$ cat src/fqd_pkg.sv
`default_nettype none

package fqd_pkg;

  localparam int unsigned FQD_DEPTH   = 16;
  localparam int unsigned FQD_VALUE_W = 32;

  typedef enum logic [1:0] {
    OP_ENQ = 2'd0,
    OP_DEQ = 2'd1,
    OP_DEL = 2'd2,
    OP_NOP = 2'd3
  } op_e;

  typedef enum logic [2:0] {
    ST_OK       = 3'd0,
    ST_NULL     = 3'd1,
    ST_FULL     = 3'd2,
    ST_EMPTY    = 3'd3,
    ST_NOTFOUND = 3'd4
  } st_e;

  // Controller to datapath
  typedef struct packed {
    logic in_ready;
    logic latch_in;
    logic rd_head;
    logic rd_ptr;
    logic wr_tail;
    logic wr_dst;
    logic head_adv;
    logic tail_adv;
    logic tail_set_ptr;
    logic cnt_inc;
    logic cnt_dec;
    logic ptr_load_head;
    logic ptr_adv;
    logic dst_load_ptr;
    logic rem_load_cnt;
    logic rem_dec;
    logic out_load;
    st_e  res_status;
    logic res_pop;
  } cmd_t;

  // Datapath to controller
  typedef struct packed {
    logic in_valid;
    op_e  in_op;
    logic in_val_zero;
    logic cnt_zero;
    logic cnt_full;
    logic match;
    logic rem_last;
    logic out_free;
  } stat_t;

endpackage

`default_nettype wire

$ cat src/fifo_queue_with_delete.sv
// Channel | Dir | tuser (low bit up)  | tdata (low bit up)
// s_axis  | in  | operation[1:0]      | value[VALUE_WIDTH-1:0], zero pad to bytes
// m_axis  | out | status[2:0]         | out_value[VALUE_WIDTH-1:0], occupancy, zero pad
//
// Enqueue, dequeue, no-op and rejected operations go from accept straight to the result state.
// Delete walks the entry store one entry at a time (registered read, then compare or move),
// first to find the match and then to close up the entries behind it.
// Reset clears the head and tail pointers, the count and the output valid flag; entry store is left unset.
// A result waiting on m_axis does not stop the next item being accepted.

`default_nettype none

module fifo_queue_with_delete
  import fqd_pkg::*;
#(
  parameter int unsigned DEPTH       = FQD_DEPTH,
  parameter int unsigned VALUE_WIDTH = FQD_VALUE_W,
  localparam int unsigned CntW       = $clog2(DEPTH + 1),
  localparam int unsigned InW        = ((VALUE_WIDTH + 7) / 8) * 8,
  localparam int unsigned OutW       = ((VALUE_WIDTH + CntW + 7) / 8) * 8
) (
  input  wire logic            clk_i,
  input  wire logic            rst_ni,
  input  wire logic            s_axis_tvalid_i,
  output logic                 s_axis_tready_o,
  input  wire logic [1:0]      s_axis_tuser_i,  // operation
  input  wire logic [InW-1:0]  s_axis_tdata_i,  // value
  output logic                 m_axis_tvalid_o,
  input  wire logic            m_axis_tready_i,
  output logic [2:0]           m_axis_tuser_o,  // status
  output logic [OutW-1:0]      m_axis_tdata_o   // out_value, occupancy
);

  cmd_t                   cmd;
  stat_t                  stat;
  logic [VALUE_WIDTH-1:0] out_value;
  logic [CntW-1:0]        out_occ;

  // Sequence each item: accept, walk the store for a delete, then load the result
  fqd_ctrl u_ctrl (
    .clk_i  (clk_i),
    .rst_ni (rst_ni),
    .stat_i (stat),
    .cmd_o  (cmd)
  );

  // Entry store as a circular buffer, pointers, count and the output register
  fqd_dpath #(
    .DEPTH       (DEPTH),
    .VALUE_WIDTH (VALUE_WIDTH)
  ) u_dpath (
    .clk_i        (clk_i),
    .rst_ni       (rst_ni),
    .cmd_i        (cmd),
    .stat_o       (stat),
    .in_valid_i   (s_axis_tvalid_i),
    .in_op_i      (s_axis_tuser_i),
    .in_value_i   (s_axis_tdata_i[VALUE_WIDTH-1:0]),
    .out_valid_o  (m_axis_tvalid_o),
    .out_ready_i  (m_axis_tready_i),
    .out_status_o (m_axis_tuser_o),
    .out_value_o  (out_value),
    .out_occ_o    (out_occ)
  );

  assign s_axis_tready_o = cmd.in_ready;
  // Pack the result, padding with zeros up to whole bytes
  assign m_axis_tdata_o  = OutW'({out_occ, out_value});

  // Never count past full or below empty
  a_no_overflow: assert property (@(posedge clk_i) disable iff (!rst_ni)
    !(stat.cnt_full && cmd.cnt_inc))
    else $error("enqueue issued on a full queue");

  a_no_underflow: assert property (@(posedge clk_i) disable iff (!rst_ni)
    !(stat.cnt_zero && cmd.cnt_dec))
    else $error("removal issued on an empty queue");

  // Reported length stays within the store
  a_occ_range: assert property (@(posedge clk_i) disable iff (!rst_ni)
    m_axis_tvalid_o |-> (out_occ <= CntW'(DEPTH)))
    else $error("occupancy beyond depth");

  // Only a successful dequeue hands out a value
  a_value_zero: assert property (@(posedge clk_i) disable iff (!rst_ni)
    cmd.out_load && cmd.res_status != ST_OK |-> !cmd.res_pop)
    else $error("value returned with a failing status");

endmodule

`default_nettype wire

$ cat src/fqd_ctrl.sv
`default_nettype none

module fqd_ctrl
  import fqd_pkg::*;
(
  input  wire logic  clk_i,
  input  wire logic  rst_ni,
  input  wire stat_t stat_i,
  output cmd_t       cmd_o
);

  typedef enum logic [2:0] {
    S_IDLE,
    S_SCAN_RD,
    S_SCAN_CMP,
    S_SHIFT_RD,
    S_SHIFT_WR,
    S_RESP
  } state_e;

  state_e state_q, state_d;
  st_e    status_q, status_d;
  logic   pop_q, pop_d;

  always_comb begin
    cmd_o    = '0;
    state_d  = state_q;
    status_d = status_q;
    pop_d    = pop_q;

    cmd_o.in_ready   = (state_q == S_IDLE);
    cmd_o.res_status = status_q;
    cmd_o.res_pop    = pop_q;

    unique case (state_q)
      S_IDLE: begin
        if (stat_i.in_valid) begin
          cmd_o.latch_in = 1'b1;
          pop_d          = 1'b0;
          status_d       = ST_OK;
          state_d        = S_RESP;
          unique case (stat_i.in_op)
            OP_ENQ: begin
              if (stat_i.in_val_zero) begin
                status_d = ST_NULL;
              end else if (stat_i.cnt_full) begin
                status_d = ST_FULL;
              end else begin
                cmd_o.wr_tail  = 1'b1;
                cmd_o.tail_adv = 1'b1;
                cmd_o.cnt_inc  = 1'b1;
              end
            end
            OP_DEQ: begin
              if (stat_i.cnt_zero) begin
                status_d = ST_EMPTY;
              end else begin
                cmd_o.rd_head  = 1'b1;
                cmd_o.head_adv = 1'b1;
                cmd_o.cnt_dec  = 1'b1;
                pop_d          = 1'b1;
              end
            end
            OP_DEL: begin
              if (stat_i.in_val_zero) begin
                status_d = ST_NULL;
              end else if (stat_i.cnt_zero) begin
                status_d = ST_NOTFOUND;
              end else begin
                cmd_o.ptr_load_head = 1'b1;
                cmd_o.rem_load_cnt  = 1'b1;
                state_d             = S_SCAN_RD;
              end
            end
            OP_NOP: begin
              status_d = ST_OK;
            end
            default: begin
              status_d = ST_OK;
            end
          endcase
        end
      end
      S_SCAN_RD: begin
        cmd_o.rd_ptr = 1'b1;
        state_d      = S_SCAN_CMP;
      end
      S_SCAN_CMP: begin
        if (stat_i.match) begin
          if (stat_i.rem_last) begin
            // match on the last entry: just drop it
            cmd_o.tail_set_ptr = 1'b1;
            cmd_o.cnt_dec      = 1'b1;
            state_d            = S_RESP;
          end else begin
            cmd_o.dst_load_ptr = 1'b1;
            cmd_o.ptr_adv      = 1'b1;
            cmd_o.rem_dec      = 1'b1;
            state_d            = S_SHIFT_RD;
          end
        end else if (stat_i.rem_last) begin
          status_d = ST_NOTFOUND;
          state_d  = S_RESP;
        end else begin
          cmd_o.ptr_adv = 1'b1;
          cmd_o.rem_dec = 1'b1;
          state_d       = S_SCAN_RD;
        end
      end
      S_SHIFT_RD: begin
        cmd_o.rd_ptr = 1'b1;
        state_d      = S_SHIFT_WR;
      end
      S_SHIFT_WR: begin
        cmd_o.wr_dst = 1'b1;
        if (stat_i.rem_last) begin
          cmd_o.tail_set_ptr = 1'b1;
          cmd_o.cnt_dec      = 1'b1;
          state_d            = S_RESP;
        end else begin
          cmd_o.dst_load_ptr = 1'b1;
          cmd_o.ptr_adv      = 1'b1;
          cmd_o.rem_dec      = 1'b1;
          state_d            = S_SHIFT_RD;
        end
      end
      S_RESP: begin
        if (stat_i.out_free) begin
          cmd_o.out_load = 1'b1;
          state_d        = S_IDLE;
        end
      end
      default: begin
        state_d = S_IDLE;
      end
    endcase
  end

  always_ff @(posedge clk_i or negedge rst_ni) begin
    if (!rst_ni) begin
      state_q  <= S_IDLE;
      status_q <= ST_OK;
      pop_q    <= 1'b0;
    end else begin
      state_q  <= state_d;
      status_q <= status_d;
      pop_q    <= pop_d;
    end
  end

endmodule

`default_nettype wire

$ cat src/fqd_dpath.sv
`default_nettype none

module fqd_dpath
  import fqd_pkg::*;
#(
  parameter int unsigned DEPTH       = FQD_DEPTH,
  parameter int unsigned VALUE_WIDTH = FQD_VALUE_W,
  localparam int unsigned AddrW      = $clog2(DEPTH),
  localparam int unsigned CntW       = $clog2(DEPTH + 1)
) (
  input  wire logic                   clk_i,
  input  wire logic                   rst_ni,
  input  wire cmd_t                   cmd_i,
  output stat_t                       stat_o,
  input  wire logic                   in_valid_i,
  input  wire logic [1:0]             in_op_i,
  input  wire logic [VALUE_WIDTH-1:0] in_value_i,
  output logic                        out_valid_o,
  input  wire logic                   out_ready_i,
  output logic [2:0]                  out_status_o,
  output logic [VALUE_WIDTH-1:0]      out_value_o,
  output logic [CntW-1:0]             out_occ_o
);

  logic [VALUE_WIDTH-1:0] mem [DEPTH];

  logic [AddrW-1:0]       head_q, tail_q, ptr_q, dst_q;
  logic [CntW-1:0]        count_q, rem_q;
  logic [VALUE_WIDTH-1:0] value_q, rdata_q;
  logic                   out_valid_q;
  st_e                    out_status_q;
  logic [VALUE_WIDTH-1:0] out_value_q;
  logic [CntW-1:0]        out_occ_q;

  logic [AddrW-1:0]       rd_addr, wr_addr;
  logic [VALUE_WIDTH-1:0] wr_data;
  logic                   rd_en, wr_en;

  function automatic logic [AddrW-1:0] nxt(input logic [AddrW-1:0] p);
    return (p == AddrW'(DEPTH - 1)) ? '0 : p + 1'b1;
  endfunction

  assign rd_en   = cmd_i.rd_head | cmd_i.rd_ptr;
  assign rd_addr = cmd_i.rd_head ? head_q : ptr_q;
  assign wr_en   = cmd_i.wr_tail | cmd_i.wr_dst;
  assign wr_addr = cmd_i.wr_tail ? tail_q : dst_q;
  assign wr_data = cmd_i.wr_tail ? in_value_i : rdata_q;

  always_ff @(posedge clk_i) begin
    if (wr_en) begin
      mem[wr_addr] <= wr_data;
    end
    if (rd_en) begin
      rdata_q <= mem[rd_addr];
    end
  end

  always_ff @(posedge clk_i) begin
    if (cmd_i.latch_in) begin
      value_q <= in_value_i;
    end
    if (cmd_i.ptr_load_head) begin
      ptr_q <= head_q;
    end else if (cmd_i.ptr_adv) begin
      ptr_q <= nxt(ptr_q);
    end
    if (cmd_i.dst_load_ptr) begin
      dst_q <= ptr_q;
    end
    if (cmd_i.rem_load_cnt) begin
      rem_q <= count_q;
    end else if (cmd_i.rem_dec) begin
      rem_q <= rem_q - 1'b1;
    end
    if (cmd_i.out_load) begin
      out_status_q <= cmd_i.res_status;
      out_value_q  <= cmd_i.res_pop ? rdata_q : '0;
      out_occ_q    <= count_q;
    end
  end

  always_ff @(posedge clk_i or negedge rst_ni) begin
    if (!rst_ni) begin
      head_q      <= '0;
      tail_q      <= '0;
      count_q     <= '0;
      out_valid_q <= 1'b0;
    end else begin
      if (cmd_i.head_adv) begin
        head_q <= nxt(head_q);
      end
      if (cmd_i.tail_set_ptr) begin
        tail_q <= ptr_q;
      end else if (cmd_i.tail_adv) begin
        tail_q <= nxt(tail_q);
      end
      if (cmd_i.cnt_inc) begin
        count_q <= count_q + 1'b1;
      end else if (cmd_i.cnt_dec) begin
        count_q <= count_q - 1'b1;
      end
      if (cmd_i.out_load) begin
        out_valid_q <= 1'b1;
      end else if (out_ready_i) begin
        out_valid_q <= 1'b0;
      end
    end
  end

  always_comb begin
    stat_o.in_valid    = in_valid_i;
    stat_o.in_op       = op_e'(in_op_i);
    stat_o.in_val_zero = (in_value_i == '0);
    stat_o.cnt_zero    = (count_q == '0);
    stat_o.cnt_full    = (count_q == CntW'(DEPTH));
    stat_o.match       = (rdata_q == value_q);
    stat_o.rem_last    = (rem_q == CntW'(1));
    stat_o.out_free    = ~out_valid_q | out_ready_i;
  end

  assign out_valid_o  = out_valid_q;
  assign out_status_o = out_status_q;
  assign out_value_o  = out_value_q;
  assign out_occ_o    = out_occ_q;

endmodule

`default_nettype wire
$ cat config.mk
export PLATFORM = sky130hd
export DESIGN_NAME = fifo_queue_with_delete
export DESIGN_NICKNAME = d
export VERILOG_FILES = /design/src/fqd_pkg.sv /design/src/fifo_queue_with_delete.sv /design/src/fqd_ctrl.sv /design/src/fqd_dpath.sv
export SDC_FILE = /design/constraint.sdc
export NUM_CORES = 1
export LEC_CHECK = 0
export ABC_AREA = 1
export BUFFER_PORTS_ARGS = -buffer_cell sky130_fd_sc_hd__buf_2
export CAP_MARGIN = 20
export CORE_ASPECT_RATIO = 0.75
export CORE_UTILIZATION = 40
export CTS_BUF_LIST = sky130_fd_sc_hd__clkbuf_8
export DETAILED_ROUTE_END_ITERATION = 10
export PLACE_DENSITY = 0.56
export SYNTH_ARGS = -nofsm -noshare
export SYNTH_HDL_FRONTEND = slang
export SYNTH_SLANG_ARGS = --single-unit
$ cat constraint.sdc
create_clock -name clk_i -period 8.65 [get_ports clk_i]
set_input_delay 0.4325 -clock clk_i [delete_from_list [all_inputs] [get_ports clk_i]]
set_output_delay 0.4325 -clock clk_i [all_outputs]
set_load 0.02 [all_outputs]
* Word-level counts from Yosys, hierarchy flattened
Memory sizes are Yosys's and may differ from the RTL's. A register that Yosys moved wholly into a read port is not among the register bits.
Index checks and enable logic that the tools add are counted.
** Storage, ports and cells
- Register bits :: 106
- Latch bits :: 0
- Memory bits (writable) :: 512
- Bits in read-only memories :: 0
- Word-level logic and storage cells :: 127
- Memories :: 1
** Memories
- u_dpath.mem :: depth 16, bits a word 32, read ports 1, clocked after Yosys merged registers in 1, write ports 1, RTL line fqd_dpath.sv:25 : logic [VALUE_WIDTH-1:0] mem [DEPTH];
** Operators by class
- $add $sub $neg :: 6
- Multipliers :: 0
- Div/mod/pow operators :: 0
- $lt $le $gt $ge :: 0
- Equal/unequal tests :: 18
- Shift-type cells :: 0
- Multiplexer cells :: 69
- Bitwise logic cells :: 4
- Reduce and logical (&&, ||, !) cells :: 15
** Operators with widths (count)
- two-way mux 3 bit :: 14
- two-way mux 4 bit :: 9
- equality test 32 bit :: 1
- zero test 32 bit :: 1
- two-way mux 32 bit :: 1
- two-way mux 1 bit :: 27
- two-way mux 5 bit :: 4
- case mux 3 bit (6 select lines) :: 1
- two-way mux 2 bit :: 8
- adder 4 x 1 -> 4 bit, second input constant :: 3
- equality test 4 bit, second input constant :: 3
- case mux 3 bit (4 select lines) :: 1
- nonzero test 2 bit :: 6
- subtractor 5 x 1 -> 5 bit, second input constant :: 2
- != test 2 bit, second input constant :: 4
- equality test 3 x 2 -> 1 bit, second input constant :: 2
- equality test 3 bit, second input constant :: 2
- case mux 3 bit (2 select lines) :: 1
- adder 5 x 1 -> 5 bit, second input constant :: 1
- equality test 5 x 1 -> 1 bit, second input constant :: 1
- equality test 5 bit, second input constant :: 1
- zero test 5 bit :: 1
- equality test 2 bit, second input constant :: 2
- case mux 2 bit (2 select lines) :: 1
- other kinds (11) :: 15

* Longest topological paths before layout
- Word-level depth :: 9
- Mapped depth :: 18
- Gate-level depth less buffers :: 17

* Modules after synthesis
A second synthesis with hierarchy kept.
** Second synthesis, totals
- Cell total of the unflattened synthesis :: 2741
- Area, all modules :: 29051.6 um2
** Modules (own cells, without submodules)
- fqd_dpath :: instances 1, cells an instance 2642, area an instance 28429.8 um2, sequential area each 19238.5 um2
- fqd_ctrl :: instances 1, cells an instance 95, area an instance 595.6 um2, sequential area each 175.2 um2
- fifo_queue_with_delete :: instances 1, cells an instance 4, area an instance 26.3 um2, sequential area each 0.0 um2

* Least setup slack after synthesis
Ideal clock, no wire load.
- Path type :: reg2reg
- Start :: register u_ctrl.state_q[0]
- End :: memory u_dpath.mem[0][0] (netlist bit) (enable)
- Library setup time :: 0.421 ns
- Data arrival time :: 3.030 ns
- Data required time :: 8.229 ns
- Slack :: 5.199 ns
- Stages on the path, launching flop included :: 11
- Path buffers :: 0
- Period minus slack after synthesis :: 3.451 ns
- Cells stage by stage :: dfrtp_1 -> inv_2 -> nand2_2 -> nor2_4 -> nand2_4 -> nor2_1 -> o21ai_1 -> or2_2 -> o21ai_1 -> nand3_1 -> nor2_1
** Between the ends
- Cells in the longest elaborated chain, start to end :: 5
- Elaborated cells between the ends (all ways) :: 8
** Ends and longest elaborated chain
- from (decl) :: RTL line fqd_ctrl.sv:21 : state_e state_q, state_d;
- from (signal assigned) :: RTL line fqd_ctrl.sv:145 : state_q <= state_d;
- zero test 3 bit (*)
- named net s_axis_tready_o :: RTL line fifo_queue_with_delete.sv:25 : output logic s_axis_tready_o,
- two-way mux 1 bit (*) :: RTL line fqd_ctrl.sv:35 : unique case (state_q)
- bitwise OR 1 bit :: RTL line fqd_dpath.sv:45 : assign wr_en = cmd_i.wr_tail | cmd_i.wr_dst;
- two-way mux 1 bit :: RTL line fqd_dpath.sv:50 : if (wr_en) begin
- two-way mux 1 bit (implied by the code) :: RTL line fqd_dpath.sv:51 : mem[wr_addr] <= wr_data;
- to (decl) :: RTL line fqd_dpath.sv:25
The timed path passes the listed nets; every way through them passes the cells marked *.

* Final worst setup path
- Start :: register u_ctrl.state_q[2]
- End :: memory u_dpath.mem[15][14] (netlist bit) (enable)
** Between the ends
- Cells in the longest elaborated chain, start to end :: 5
- Elaborated cells between the ends (all ways) :: 8
** Ends and longest elaborated chain (RTL line)
- equality test 3 bit or zero test 3 bit (tied branches) :: fqd_ctrl.sv:35
- two-way mux 1 bit :: fqd_ctrl.sv:35
- bitwise OR 1 bit :: fqd_dpath.sv:45
- two-way mux 1 bit :: fqd_dpath.sv:50
- two-way mux 1 bit (implied by the code) :: fqd_dpath.sv:51
Parallel ways exist; a longest one is shown, timed or not.

==> metrics.cfg <==
[cts]
cts_root_buffer=clkbuf_8
cts.sinks=650
clkSlewWorstSetupHoldPaths_ps=60
worstSkewPairLatency_ps=710
cts_tree=done
cts_setup_buffers=0
ctsHoldBuffers=33
cts_buffers=98
cts_max_level=3
cts.repair.resized=0
cts_max_path_buffers=3

[sta]
finalSetupViolations=0
hold_viol=0
max_freq_ghz=0.2206
clock_skew_ps=34.79
max_slew_margin_pct=25.57
rsz0062_at_grt=false
fin_tns_setup_ps=0
period_share_pct=52.40
worst_slew_pin_slew_ps=1116
period_needed_ps=4533
report.final.slew_viol_count=0
fin_ws_ps=4117

[detailed_routing]
vias_per_cell=5.196
wire_per_inst_um=21.05
drc=0
firstDrtPassIters=6
vias=17704
routed_wl_um=71730
drt_iter0_markers=1760
drtAntennaViolNets=0

[placement]
pre_cts_ws_ps=4057
port_buffers=79
gp_congestion=0.8501
dpl.hpwl_um=43570

[synthesis]
synth_top_area_share_pct=68.81
yosys.area.top_type=edfxtp_1
synthTopCellsByCount=edfxtp_1 (629), nand2_1 (508), inv_1 (304)
seq_area_frac_synth_pct=70.72
syn_avg_cell_area_um2=11.84
synthFlopType=edfxtp_1
syn_area_um2=27450
synth_seq_cells=650
ys_async_sr_fraction_pct=3.231
ys_warn_count=0
synth_area_leaders=edfxtp_1 (69%), nand2_1 (6.9%), o211ai_1 (4.5%), nand3_1 (4.2%), inv_1 (4.2%)
synth_edf_count=629
synth_cells=2318
yosysUniqueCellTypes=37
yosysMostFrequentCell=edfxtp_1

[global_route]
grt_max_degree=163
track_usage_pct=20.66
antenna_found_initial=1
grt_pass1_wl_um=107600
grt-ovfl-total=0
grt_pass1_vias=17103

[floorplan]
initial_core_util_pct=40.78
die_height_um=228.9
num_io_pins=83
core_um2=67300
die_w_um=304.5
num_rows=82
dieArea_um2=69690

[finish]
area_growth_pct=12.89
final_nets=2491
drive_gt1_share_pct=11.13
regArea_um2=19410
fillers=6144
multi_input_area_um2=6339
diodes=0

[power_and_ir_drop]
ir_worst_vdd_uv=298.7
power_density_nw_per_um2=340.8
power_w=0.01056
leakage_nw=11.97

[worst_setup_path]
crit_arrival_ps=4900
cp-start-kind=flop
worst-setup-path-type=flop to flop
cp_max_fo=59
worst_setup_path_end_kind=flop
worstPathRequired_ps=9020

[job]
cap_violations=0

[outcome]
status=completed

[hold_path]
hold_path_class=primary input to flop

registers in the layout (all words and copies together) (netlist names), 5 cells and up:
register / cells
u_dpath.count_q: 5
u_dpath.mem: 512
u_dpath.value_q: 32
u_dpath.rdata_q: 32
u_dpath.out_value_o: 32
u_dpath.rem_q: 5
u_dpath.out_occ_o: 5
per-layer routing:
metal / up-vias / share of wire, % / GRT usage [%]
li1: 8335 / - / -
met1: 8695 / 46 / 29.71
met2: 578 / 44 / 31.16
met3: 96 / 7.4 / 5.146
met4: 0 / 2.1 / 5.492
met5: - / 0 / 0
cell type report:
type / instances / area share [%]
Tap cell: 882 / 3.561
Clock buffer: 99 / 4.397
Sequential cell: 650 / 62.65
Inverter: 310 / 3.755
Timing Repair Buffer: 150 / 3.819
Multi-Input combinational cell: 1236 / 20.45
Clock inverter: 80 / 1.369
path summary, 6_finish.rpt:
path / from / to / slack [ps] / depth (start not counted)
worst max-delay path: u_ctrl.state_q[2] / u_dpath.mem[15][14] / 4120 / 14
worst max register to register: u_ctrl.state_q[2] / u_dpath.mem[15][14] / 4120 / 14
min in group asynchronous: rst_ni / u_dpath.out_valid_o / 250 / 2
worst min register to register: u_ctrl.status_q[1] / u_dpath.out_status_o[1] / 450 / 0
worst min-delay path: m_axis_tready_i / u_dpath.out_valid_o / 60 / 4
max in group asynchronous: rst_ni / u_dpath.tail_q[0] / 8040 / 2
layout by cell type (no fill, tap or decap), drive strengths merged:
| master | instances |
|---|---|
| a31oi | 2 |
| dlygate4sd3 | 33 |
| clkinvlp | 3 |
| buf | 117 |
| nand2 | 513 |
| o211ai | 166 |
| clkbuf | 99 |
| o21ai | 95 |
| dfrtp | 21 |
| nand3 | 233 |
| a21oi | 84 |
| ha | 7 |
| o2111ai | 1 |
| edfxtp | 629 |
| bufinv | 3 |
| nor2 | 67 |
| nand3b | 1 |
| conb | 3 |
| o311ai | 2 |
| inv | 346 |
| nor3 | 4 |
| clkinv | 38 |
| nand4 | 14 |
| a211oi | 1 |
| o22ai | 1 |
| or2 | 6 |
| xor2 | 9 |
| xnor2 | 27 |
critical path, cell delays in order, from the launching register on:
cell      delay, ps
dfrtp_1         450
inv_2           100
nand2_2          70
nor2_4          140
nand2_4          90
nor2_1          570
o21ai_4         100
buf_4           360
clkinv_1        110
buf_4           410
o21ai_1         200
inv_1           120
nand3_1         320
nor2_4          680
buf_4           430
through the flow:
stage,hold WS [ps],instances,cell area [um^2],utilization (%)
final,62.35,3407,30990,46.04
after global routing,34.89,3407,30990,46.04
after CTS,13.72,3403,30900,45.91
after detailed placement,429.2,3191,28790,42.77
after global placement,429.4,3185,28650,42.57
after floorplan,136.9,2320,27460,-
cell families (layout without fill, tap and decap cells):
logic type / after synthesis / in the layout / synth area share [%]
adders and majority gates: 7 / 7 / 0.3191
buffers and inverters: 434 / 639 / 6.814
other: 1 / 3 / 0.01366
xor gates and xnor gates: 36 / 36 / 1.149
AOI/OAI and AO/OA: 352 / 352 / 8.050
and+or+nand+nor: 838 / 838 / 12.93
DFF: 650 / 650 / 70.72
power by group:
part | internal [W] | leakage [nW] | switching, W
registers | 0.00431 | 5.98 | 0.000254
logic | 0.000927 | 4.95 | 0.00270
clock network | 0.00116 | 1.05 | 0.00120
total | 0.00640 | 12.0 | 0.00416
Note: power is estimated with default switching activity, not from simulation.
